===== config.mk =====
export PLATFORM = sky130hd
export DESIGN_NAME = rvalu_div_stage
export DESIGN_NICKNAME = d
export VERILOG_FILES = /design/src/sv/rvalu_pkg.sv /design/src/sv/rvalu_div_stage.sv
export SDC_FILE = /design/constraint.sdc
export NUM_CORES = 1
export LEC_CHECK = 0
export BUFFER_PORTS_ARGS = -buffer_cell sky130_fd_sc_hd__buf_2
export CAP_MARGIN = 10
export CORE_MARGIN = 3
export CORE_UTILIZATION = 30
export DETAILED_ROUTE_END_ITERATION = 10
export PLACE_DENSITY = 0.6
export SLEW_MARGIN = 5
export SYNTH_ARGS = -nofsm -noshare
export SYNTH_HDL_FRONTEND = slang
export SYNTH_SLANG_ARGS = --single-unit

===== constraint.sdc =====
create_clock -name vclk -period 26.4
set_input_delay 5.28 -clock vclk [all_inputs]
set_output_delay 5.28 -clock vclk [all_outputs]
set_load 0.02 [all_outputs]

===== src/sv/rvalu_pkg.sv =====
// ----------------------------------------------------------------------------
// rvalu_pkg: shared types and constants for the RV32IM ALU
// Operation codes, payload structs and pipeline sizing.
// ----------------------------------------------------------------------------
`default_nettype none
package rvalu_pkg;
    localparam int XLEN = 32;
    localparam int DIV_STEPS_PER_STAGE = 4;
    localparam int DIV_STAGES = XLEN / DIV_STEPS_PER_STAGE;

    typedef enum logic [4:0] {
        OP_ADD = 5'd0, OP_SUB = 5'd1, OP_AND = 5'd2, OP_OR = 5'd3,
        OP_XOR = 5'd4, OP_SLL = 5'd5, OP_SRL = 5'd6, OP_SRA = 5'd7,
        OP_SLT = 5'd8, OP_SLTU = 5'd9, OP_MUL = 5'd10, OP_MULH = 5'd11,
        OP_MULHU = 5'd12, OP_MULHSU = 5'd13, OP_DIV = 5'd14, OP_DIVU = 5'd15,
        OP_REM = 5'd16, OP_REMU = 5'd17, OP_PASS = 5'd18
    } op_t;

    typedef struct packed {
        logic [4:0]        action;
        logic signed [31:0] first_operand;
        logic signed [31:0] second_register;
        logic signed [31:0] immediate_value;
        logic              use_immediate;
    } alu_in_t;

    typedef struct packed {
        logic signed [31:0] result;
        logic              is_zero;
    } alu_out_t;

    // Per-item state in the divider chain
    typedef struct packed {
        logic [XLEN-1:0] quo;   // dividend shifting out, quotient shifting in
        logic [XLEN-1:0] rem;
        logic [XLEN-1:0] dsr;
        logic            neg_q;
        logic            neg_r;
    } div_state_t;
endpackage
`default_nettype wire


===== src/sv/rvalu_div_stage.sv =====
// ----------------------------------------------------------------------------
// rvalu_div_stage: one slice of the restoring divider
// Performs STEPS unsigned shift-subtract steps on the incoming state.
// ----------------------------------------------------------------------------
`default_nettype none
module rvalu_div_stage
    import rvalu_pkg::*;
#(
    parameter int STEPS = DIV_STEPS_PER_STAGE
) (
    input  wire div_state_t din,
    output div_state_t      dout
);
    always_comb
    begin
        logic [XLEN:0] trial;
        dout = din;
        for (int i = 0; i < STEPS; i++)
        begin
            trial = {dout.rem, dout.quo[XLEN-1]} - {1'b0, dout.dsr};
            if (!trial[XLEN])
            begin
                dout.rem = trial[XLEN-1:0];
                dout.quo = {dout.quo[XLEN-2:0], 1'b1};
            end
            else
            begin
                dout.rem = {dout.rem[XLEN-2:0], dout.quo[XLEN-1]};
                dout.quo = {dout.quo[XLEN-2:0], 1'b0};
            end
        end
    end
endmodule
`default_nettype wire


== Word level (Yosys, flattened, before mapping) ==
Index checks and enable logic that the tools add are counted.
Storage, ports and cells
  logic and storage cells: 8
  flip-flop bits (word level): 0
Operators by class
  mux-type cells: 4
  $add $sub $neg: 4
Operator list (count)
  $mux 33: 4
  $sub 33x32->33: 4

== Longest topological paths before layout ==
Gate-level depths: netlist of the first run.
  depth in word-level cells: 8
  gate-level depth with buffers: 60
  depth with buffers taken out: 52

== Worst setup path before layout of the first run ==
No wires, ideal clock.
  kind: input -> output
  start point: in din[97] in the netlist's numbering
  end point: out dout[45] in the netlist's numbering
  stages: 59
  arrival: 16.915 ns
  path slack: 4.205 ns
  path buffers: 9
  cells stage by stage: inv_1 -> ha_1 -> inv_1 -> fa_1 -> a211oi_2 -> o211ai_2 -> and3_1 -> o211ai_2 -> a31oi_1 -> and2_1 -> buf_4 -> inv_2 -> buf_1 -> clkbuf_1 -> mux2_2 -> ha_1 -> clkbuf_1 -> a21oi_1 -> (+23 left out) -> buf_2 -> buf_2 -> nand2_1 -> nand2_1 -> ha_1 -> and2_1 -> and3_1 -> a32oi_1 -> a21oi_1 -> o41ai_1 -> a21oi_1 -> a31o_2 -> o221a_2 -> xor3_1 -> a21oi_1 -> clkbuf_1 -> a32oi_1 -> o21ai_0
RTL lines
  start: declaration: RTL line rvalu_div_stage.sv:11  | input wire div_state_t din,
  end: declaration: RTL line rvalu_div_stage.sv:12  | output div_state_t dout

==> impl_metrics.yaml, run 1 <==
clock_network:
  resize_count_post_cts: 0
  post_cts.repair.setup_buffers: 0
  holdBufCountCts: 0
yosys:
  synth_mux_area_share_pct: 3.24
  complex_gate_fraction_of_the_synthesized_area_pct: 35.1
  yosys_warnings: 0
  yosysUniqueCellTypes: 78
  sequential_cell_area_fraction_in_the_yosys_report_pct: 0
  synthXorXnorAreaFrac_pct: 10.9
  syn_area_per_cell_um2: 6.70
  synth_area_um2: 9150
  synth_simple_gate_area_share_pct: 21.1
  largest_family_of_logic_cells_by_synthesized_area: "compound AO/OA/AOI/OAI gates"
  syn_inst: 1366
  adder_cell_share_of_the_synthesized_area_pct: 18.4
  syn-num-nets: 1596
setup_path:
  critical_path_data_arrival_time_ns: 18.78
  worstPathMaxFanout: 30
  critPathSlowestCell: "sky130_fd_sc_hd__a21oi_2"
  endpoint_kind: "output pin"
  critical-path-max-stage-delay_ns: 0.87
  crit_required_ns: 21.12
  critPathMostFrequentCell: "sky130_fd_sc_hd__a21oi_1"
  crit_path_start_kind: "input port"
  timing.setup.critical_path_class: "input port to output pin"
run_status:
  run_status: "completed"
grt:
  overflow: 0
  number_of_antenna_violations_at_the_first_check_in_global_routing: 0
  groute.usage.overall_pct: 18.0
  grt_first_pass_wirelength_mm: 49.8
  grt_start_max_net_pins: 54
  grt_pass1_vias: 9302
floorplanning:
  initial_core_utilization_pct: 30.6
  die_area_um2: 32600
  placeableCoreArea_um2: 29900
  dieHeight_um: 181
  floorplan.io_pins: 196
  num_rows: 63
  die_w_um: 181
timing:
  setup_repair_after_global_routing_missed_its_margin: "false"
  tns_ns: 0
  timing.fmax_mhz: 41.6
  slew_headroom_pct: 20.5
  setup_viol: 0
  final_min_period_over_clock_period_pct: 91.1
  timing_worst_slew_pin_value_ns: 1.19
  finalHoldViolCount: 0
  layout_min_cycle_time_ns: 24.06
  slew_viol_final: 0
routing:
  route.vias.total: 10200
  dr.first_iter.drc_count: 937
  drt-vias-per-instance: 5.67
  antenna_violating_nets_post_route: 0
  drt_pass1_iterations: 8
  remaining_drc_errors: 0
  wl_per_cell_um: 17.6
  wl_mm: 31.5
placed_design:
  dp_hpwl_mm: 26.8
  numPortBuffers: 136
  placedInstanceArea_um2: 9720
  gp_congestion: 0.934
layout:
  layout.sequential_cells: 0
  final_design_area_no_fill_um2: 9720
  ratio_of_cells_with_drive_above_1_in_the_final_layout_pct: 12.9
  clockBufferCount: 0
  areaGrowthSynthToFinish_pct: 6.18
  fin_nets: 1632
  sequential_cell_area_um2: 0
  antennaDiodeCount: 0
  multi_input_comb_area_um2: 8150
  n_fill_cell: 3272
hold_path:
  hold_path_startpoint: "din[1]"
  hold_path_end: "dout[1]"
  hold_class: "input port to output pin"
  min_path_cells: 0
job:
  drv_cap: 0
==> cells in the mapped netlist (4+ instances only) <==
cell type                   number  area share [%]
sky130_fd_sc_hd__buf_2          12            0.66
sky130_fd_sc_hd__buf_1           4            0.16
sky130_fd_sc_hd__o211ai_1       18             1.5
sky130_fd_sc_hd__o31ai_1        10            0.82
sky130_fd_sc_hd__a211oi_1       16             1.3
sky130_fd_sc_hd__a221o_1         5            0.55
sky130_fd_sc_hd__buf_4          64             5.2
sky130_fd_sc_hd__nor2b_1        13            0.89
sky130_fd_sc_hd__xor2_1         38             3.6
sky130_fd_sc_hd__and4_1          4            0.38
sky130_fd_sc_hd__nand3_1        28             1.5
sky130_fd_sc_hd__or3_1          11            0.75
sky130_fd_sc_hd__a21o_1         60             4.9
sky130_fd_sc_hd__a21boi_0        5            0.41
sky130_fd_sc_hd__a21oi_1       127             6.9
sky130_fd_sc_hd__a31oi_1        15             1.0
sky130_fd_sc_hd__nand2_1       162             6.6
sky130_fd_sc_hd__and2_1         15             1.0
sky130_fd_sc_hd__o221ai_1       19             1.8
sky130_fd_sc_hd__or2_2           8            0.55
sky130_fd_sc_hd__fa_1            4            0.87
sky130_fd_sc_hd__nand2b_1       24             1.6
sky130_fd_sc_hd__o31a_1          4            0.38
sky130_fd_sc_hd__and3_1         17             1.2
sky130_fd_sc_hd__o2111ai_1       4            0.38
sky130_fd_sc_hd__inv_1          93             3.8
sky130_fd_sc_hd__mux2i_1        15             1.6
sky130_fd_sc_hd__mux2_2         11             1.4
sky130_fd_sc_hd__a211o_1         5            0.48
sky130_fd_sc_hd__nor2_1         74             3.0
sky130_fd_sc_hd__xnor2_1        70             6.7
sky130_fd_sc_hd__nand4_1        15             1.0
sky130_fd_sc_hd__clkbuf_1       27             1.1
sky130_fd_sc_hd__a22oi_1         5            0.41
sky130_fd_sc_hd__a222oi_1        7            0.77
sky130_fd_sc_hd__o21ai_1         6            0.33
sky130_fd_sc_hd__nor3_1         18            0.98
sky130_fd_sc_hd__o21bai_1       13             1.1
sky130_fd_sc_hd__o21ai_0        98             5.4
sky130_fd_sc_hd__ha_1          128              17
sky130_fd_sc_hd__o21a_1         24             2.0
sky130_fd_sc_hd__a32oi_1        15             1.4
==> worst max path at each step <==
stage / from / cells past startpoint / to / slack (ns)
after global placement: din[3] / 49 / dout[44] / 2.67
after floorplan: din[97] / 59 / dout[45] / 4.21
after detailed placement: din[3] / 48 / dout[45] / 2.42
final: din[3] / 48 / dout[45] / 2.34
after CTS: din[3] / 48 / dout[45] / 2.36
after global routing: din[3] / 49 / dout[44] / 1.27
==> layer usage <==
layer	up-vias	GRT usage [%]	routed length (um)
met5	-	0	0
met4	0	3.41	646
met3	32	0.949	1710
met2	346	28.9	13800
met1	4746	26.9	15400
li1	5033	-	-
==> cell families (layout without fill, tap and decap cells) <==
kind of cell | after synthesis | count (layout)
AO/OA/AOI/OAI | 487 | 487
XOR/XNOR | 110 | 110
multiplexers | 27 | 27
AND/OR/NAND/NOR | 406 | 406
buffers and inverters | 204 | 238
adder cells (fa/ha/maj) | 132 | 132
==> per-stage QoR <==
step                      setup WS [ns]  utilization [%]  hold WS [ns]  std cells
after global placement             2.67             32.5         10.56       1790
after detailed placement           2.42             32.5         10.56       1790
after floorplan                    4.21                -         10.67       1366
final                              2.34             32.5         10.56       1790
after CTS                          2.36             32.5         10.56       1790
after global routing               1.27             32.5         10.56       1790
==> layout by cell type, fill, tap and decap left out, types with 8 or more instances in the layout <==
master and count:
sky130_fd_sc_hd__o21a_1 24, sky130_fd_sc_hd__a211oi_1 16, sky130_fd_sc_hd__mux2_2 11, sky130_fd_sc_hd__buf_2 136, sky130_fd_sc_hd__or2_2 8, sky130_fd_sc_hd__mux2i_1 15, sky130_fd_sc_hd__o31ai_1 10, sky130_fd_sc_hd__inv_1 93
sky130_fd_sc_hd__nand4_1 15, sky130_fd_sc_hd__a21oi_1 126, sky130_fd_sc_hd__nor3_1 18, sky130_fd_sc_hd__or3_1 11, sky130_fd_sc_hd__nor2b_1 13, sky130_fd_sc_hd__a32oi_1 15, sky130_fd_sc_hd__ha_1 128, sky130_fd_sc_hd__and3_1 17
sky130_fd_sc_hd__nand3_1 28, sky130_fd_sc_hd__a31oi_1 15, sky130_fd_sc_hd__nand2_1 162, sky130_fd_sc_hd__a21o_1 60, sky130_fd_sc_hd__nor2_1 74, sky130_fd_sc_hd__o211ai_1 18, sky130_fd_sc_hd__xnor2_1 70, sky130_fd_sc_hd__o21bai_1 13
sky130_fd_sc_hd__nand2b_1 24, sky130_fd_sc_hd__and2_1 14, sky130_fd_sc_hd__o221ai_1 19, sky130_fd_sc_hd__o21ai_0 98, sky130_fd_sc_hd__xor2_1 36
==> worst max-delay path, delay by kind of cell <==
| kind | cells | cell delay [ns] |
|---|---|---|
| AO/OA/AOI/OAI | 23 | 6.16 |
| XOR/XNOR | 2 | 0.35 |
| adder cells (fa/ha/maj) | 4 | 1.67 |
| buffers and inverters | 6 | 1.99 |
| multiplexers | 1 | 0.40 |
| AND/OR/NAND/NOR | 12 | 2.87 |
==> area by class of cell <==
class                      instances  share of cell area (%)
inverter                          96                    3.71
multi-input combinational       1162                    83.8
tap                              390                    5.02
timing repair buffer             142                    7.47
Power of run 1 is left out: the tool's default activity adds up to more than one toggle a clock period on the data nets, which glitch-free logic cannot reach.
==> run 2: changes to the inputs <==
==> constraint.sdc (replaced) <==
create_clock -name vclk -period 26.4
set_input_delay 5.28 -clock vclk [all_inputs]
set_output_delay 5.28 -clock vclk [all_outputs]
set_load 0.005 [all_outputs]
==> impl_metrics.yaml, run 2 (synthesis gave the netlist of run 1 again) <==
run_status:
  run_status: "completed"
setup_path:
  critical_path_data_arrival_time_ns: 19.17
  timing.setup.critical_path_class: "input port to output pin"
  critPathSlowestCell: "sky130_fd_sc_hd__inv_1"
  worstPathMaxFanout: 54
  crit_path_start: "din[3]"
  crit_required_ns: 21.12
  endpoint_kind: "output pin"
  critical-path-max-stage-delay_ns: 0.85
  critPathMostFrequentCell: "sky130_fd_sc_hd__a21oi_1"
  crit_path_start_kind: "input port"
grt:
  grt_pass1_vias: 9354
  grt_first_pass_wirelength_mm: 48.9
  grt_start_max_net_pins: 55
  groute.usage.overall_pct: 17.8
  overflow: 0
  number_of_antenna_violations_at_the_first_check_in_global_routing: 0
job:
  drv_cap: 0
routing:
  route.vias.total: 10100
  antenna_violating_nets_post_route: 0
  remaining_drc_errors: 0
  wl_mm: 31.5
  dr.first_iter.drc_count: 939
  wl_per_cell_um: 17.6
  drt-vias-per-instance: 5.62
  drt_pass1_iterations: 8
placed_design:
  gp_congestion: 0.934
  dp_hpwl_mm: 26.7
  numPortBuffers: 136
  placedInstanceArea_um2: 9720
floorplanning:
  dieHeight_um: 181
  num_rows: 63
  floorplan.io_pins: 196
  die_area_um2: 32600
  placeableCoreArea_um2: 29900
  initial_core_utilization_pct: 30.6
  die_w_um: 181
layout:
  final_design_area_no_fill_um2: 9720
  ratio_of_cells_with_drive_above_1_in_the_final_layout_pct: 12.9
  final_cell_mix: "sky130_fd_sc_hd__nand2_1 (162), sky130_fd_sc_hd__buf_2 (136), sky130_fd_sc_hd__ha_1 (128), sky130_fd_sc_hd__a21oi_1 (126), sky130_fd_sc_hd__o21ai_0 (98)"
  layout.sequential_cells: 0
  areaGrowthSynthToFinish_pct: 6.18
  antennaDiodeCount: 0
  fin_nets: 1632
  layout_commonest_cell: "sky130_fd_sc_hd__nand2_1"
  sequential_cell_area_um2: 0
  clockBufferCount: 0
clock_network:
  post_cts.repair.setup_buffers: 0
  holdBufCountCts: 0
  resize_count_post_cts: 0
timing:
  finalHoldViolCount: 0
  final_min_period_over_clock_period_pct: 92.6
  slew_viol_final: 0
  slew_headroom_pct: 27.8
  setup_repair_after_global_routing_missed_its_margin: "false"
  layout_min_cycle_time_ns: 24.45
  timing_worst_slew_pin_value_ns: 1.07
  setup_viol: 0
  tns_ns: 0
  timing.fmax_mhz: 40.9
hold_path:
  hold_class: "input port to output pin"
  hold_path_startpoint: "din[1]"
==> run 2: cell counts in the layout (fill, tap and decap cells not counted) <==
Identical to the previous run, type by type.
==> run 2: area by class of cell <==
class | count | area (um2)
multi-input combinational | 1162 | 8150
tap | 390 | 488
timing repair buffer | 142 | 726
fill | 3222 | 20200
inverter | 96 | 360
==> run 2: per-layer routing <==
| metal | wire length (um) | share of wire (%) | global-route usage [%] | vias up |
|---|---|---|---|---|
| met4 | 663 | 2.1 | 3.78 | 0 |
| li1 | - | - | - | 5017 |
| met3 | 1890 | 6.0 | 1.41 | 39 |
| met5 | 0 | 0 | 0 | - |
| met2 | 13600 | 43 | 28.2 | 369 |
| met1 | 15400 | 49 | 26.3 | 4637 |
==> run 2: critical path, delay by kind of cell <==
kind,cells,cell delay (ns)
mux,1,0.40
compound gates,21,5.48
fa+ha+maj,4,1.49
simple gates,13,3.27
buf+inv,10,2.82
xor+xnor,2,0.32
==> run 2: worst paths after layout <==
kind,end,cells after the start
max,dout[48],51
min,dout[1],0
==> run 2: metrics by stage <==
stage	utilization, %	instances	setup WS [ns]	hold WS (ns)
after floorplan	-	1366	4.61	10.64
after global placement	32.5	1790	2.41	10.56
after detailed placement	32.5	1790	2.16	10.56
after CTS	32.5	1790	2.09	10.56
after global routing	32.5	1790	1.04	10.56
final	32.5	1790	1.95	10.56
Power of run 2 is left out for the same reason.
==> run 3: changes to the inputs <==
Settings changed: CORE_UTILIZATION 30 to 59, GPL_ROUTABILITY_DRIVEN from default to 0, PLACE_DENSITY 0.6 to 0.95.
==> impl_metrics.yaml, run 3 (synthesis gave the netlist of run 1 again) <==
run_status:
  run_status: "completed"
routing:
  drt_pass1_iterations: 9
  drt-vias-per-instance: 6.75
  remaining_drc_errors: 0
  wl_per_cell_um: 18.2
  antenna_violating_nets_post_route: 0
  dr.first_iter.drc_count: 1506
  wl_mm: 28.9
  route.vias.total: 10700
setup_path:
  critical_path.top_delay_family: "compound AO/OA/AOI/OAI gates"
  timing.setup.critical_path_class: "input port to output pin"
  critPathBufInv: 10
  critical-path-max-stage-delay_ns: 0.79
  critPathSlowestCell: "sky130_fd_sc_hd__inv_1"
  worstPathMaxFanout: 54
  crit_path_start_kind: "input port"
  endpoint_kind: "output pin"
  crit_required_ns: 21.12
  critical_path_data_arrival_time_ns: 19.53
grt:
  grt_use_met2_pct: 50.8
  grt_pass1_vias: 9590
  number_of_antenna_violations_at_the_first_check_in_global_routing: 0
  global_route.usage.met3_pct: 5.00
  overflow: 0
  groute.layer.met1.usage_pct: 43.0
  grt.busiest_layer: "met2"
  groute.usage.overall_pct: 31.6
  grt_first_pass_wirelength_mm: 45.3
  grt_start_max_net_pins: 55
timing:
  slew_viol_final: 0
  slew_headroom_pct: 33.5
  layout_min_cycle_time_ns: 24.81
  final_min_period_over_clock_period_pct: 94.0
  tns_ns: 0
  timing.fmax_mhz: 40.3
  setup_repair_after_global_routing_missed_its_margin: "false"
  finalHoldViolCount: 0
  final.setup.worst_slack_ns: 1.59
  setup_viol: 0
  fin_hold_ws_ns: 10.56
  timing_worst_slew_pin_value_ns: 0.996
floorplanning:
  num_rows: 44
  dieHeight_um: 131
  die_w_um: 131
  placeableCoreArea_um2: 14900
  floorplan.io_pins: 196
  initial_core_utilization_pct: 61.6
  die_area_um2: 17000
layout:
  layout.sequential_cells: 0
  ratio_of_cells_with_drive_above_1_in_the_final_layout_pct: 12.6
  final_cell_mix: "sky130_fd_sc_hd__nand2_1 (162), sky130_fd_sc_hd__buf_2 (136), sky130_fd_sc_hd__ha_1 (128), sky130_fd_sc_hd__a21oi_1 (127), sky130_fd_sc_hd__o21ai_0 (98)"
  antennaDiodeCount: 0
  layout_commonest_cell: "sky130_fd_sc_hd__nand2_1"
  sequential_cell_area_um2: 0
  n_fill_cell: 1260
  fin_nets: 1631
  areaGrowthSynthToFinish_pct: 3.14
  clockBufferCount: 0
placed_design:
  dp_hpwl_mm: 23.9
  numPortBuffers: 136
  dp_worst_setup_slack_ns: 2.12
hold_path:
  hold_class: "input port to output pin"
clock_network:
  holdBufCountCts: 0
  post_cts.repair.setup_buffers: 0
  resize_count_post_cts: 0
job:
  drv_cap: 0
## run 3: cell count changes in the layout (fill, tap and decap cells not counted), sizes merged
cell	before	now
buf	142	141
## run 3: routing by layer
layer	routed length, um	vias to the layer above	part of all wire, %
met4	1050	0	3.6
met2	12600	733	44
met5	0	-	0
met1	11700	4816	40
met3	3540	107	12
li1	-	5037	-
## run 3: through the flow
step                util [%]  std cells  area [um2]
global route            63.5       1583        9440
finish                  63.5       1583        9440
global placement        63.5       1583        9440
CTS                     63.5       1583        9440
floorplan                  -       1366        9150
detailed placement      63.5       1583        9440
## run 3: final timing paths
check  endpoint    from  slack [ns]  cells past startpoint
max    dout[48]  din[3]        1.59                     51
min     dout[1]  din[1]       10.56                      0
## run 3: area by class of cell
class	count	area (um2)	area share, %
multi-input cells	1162	8130	86.1
inverters	96	360	3.82
well taps	184	230	2.44
repair buffers	141	718	7.61
Power of run 3 is left out for the same reason.
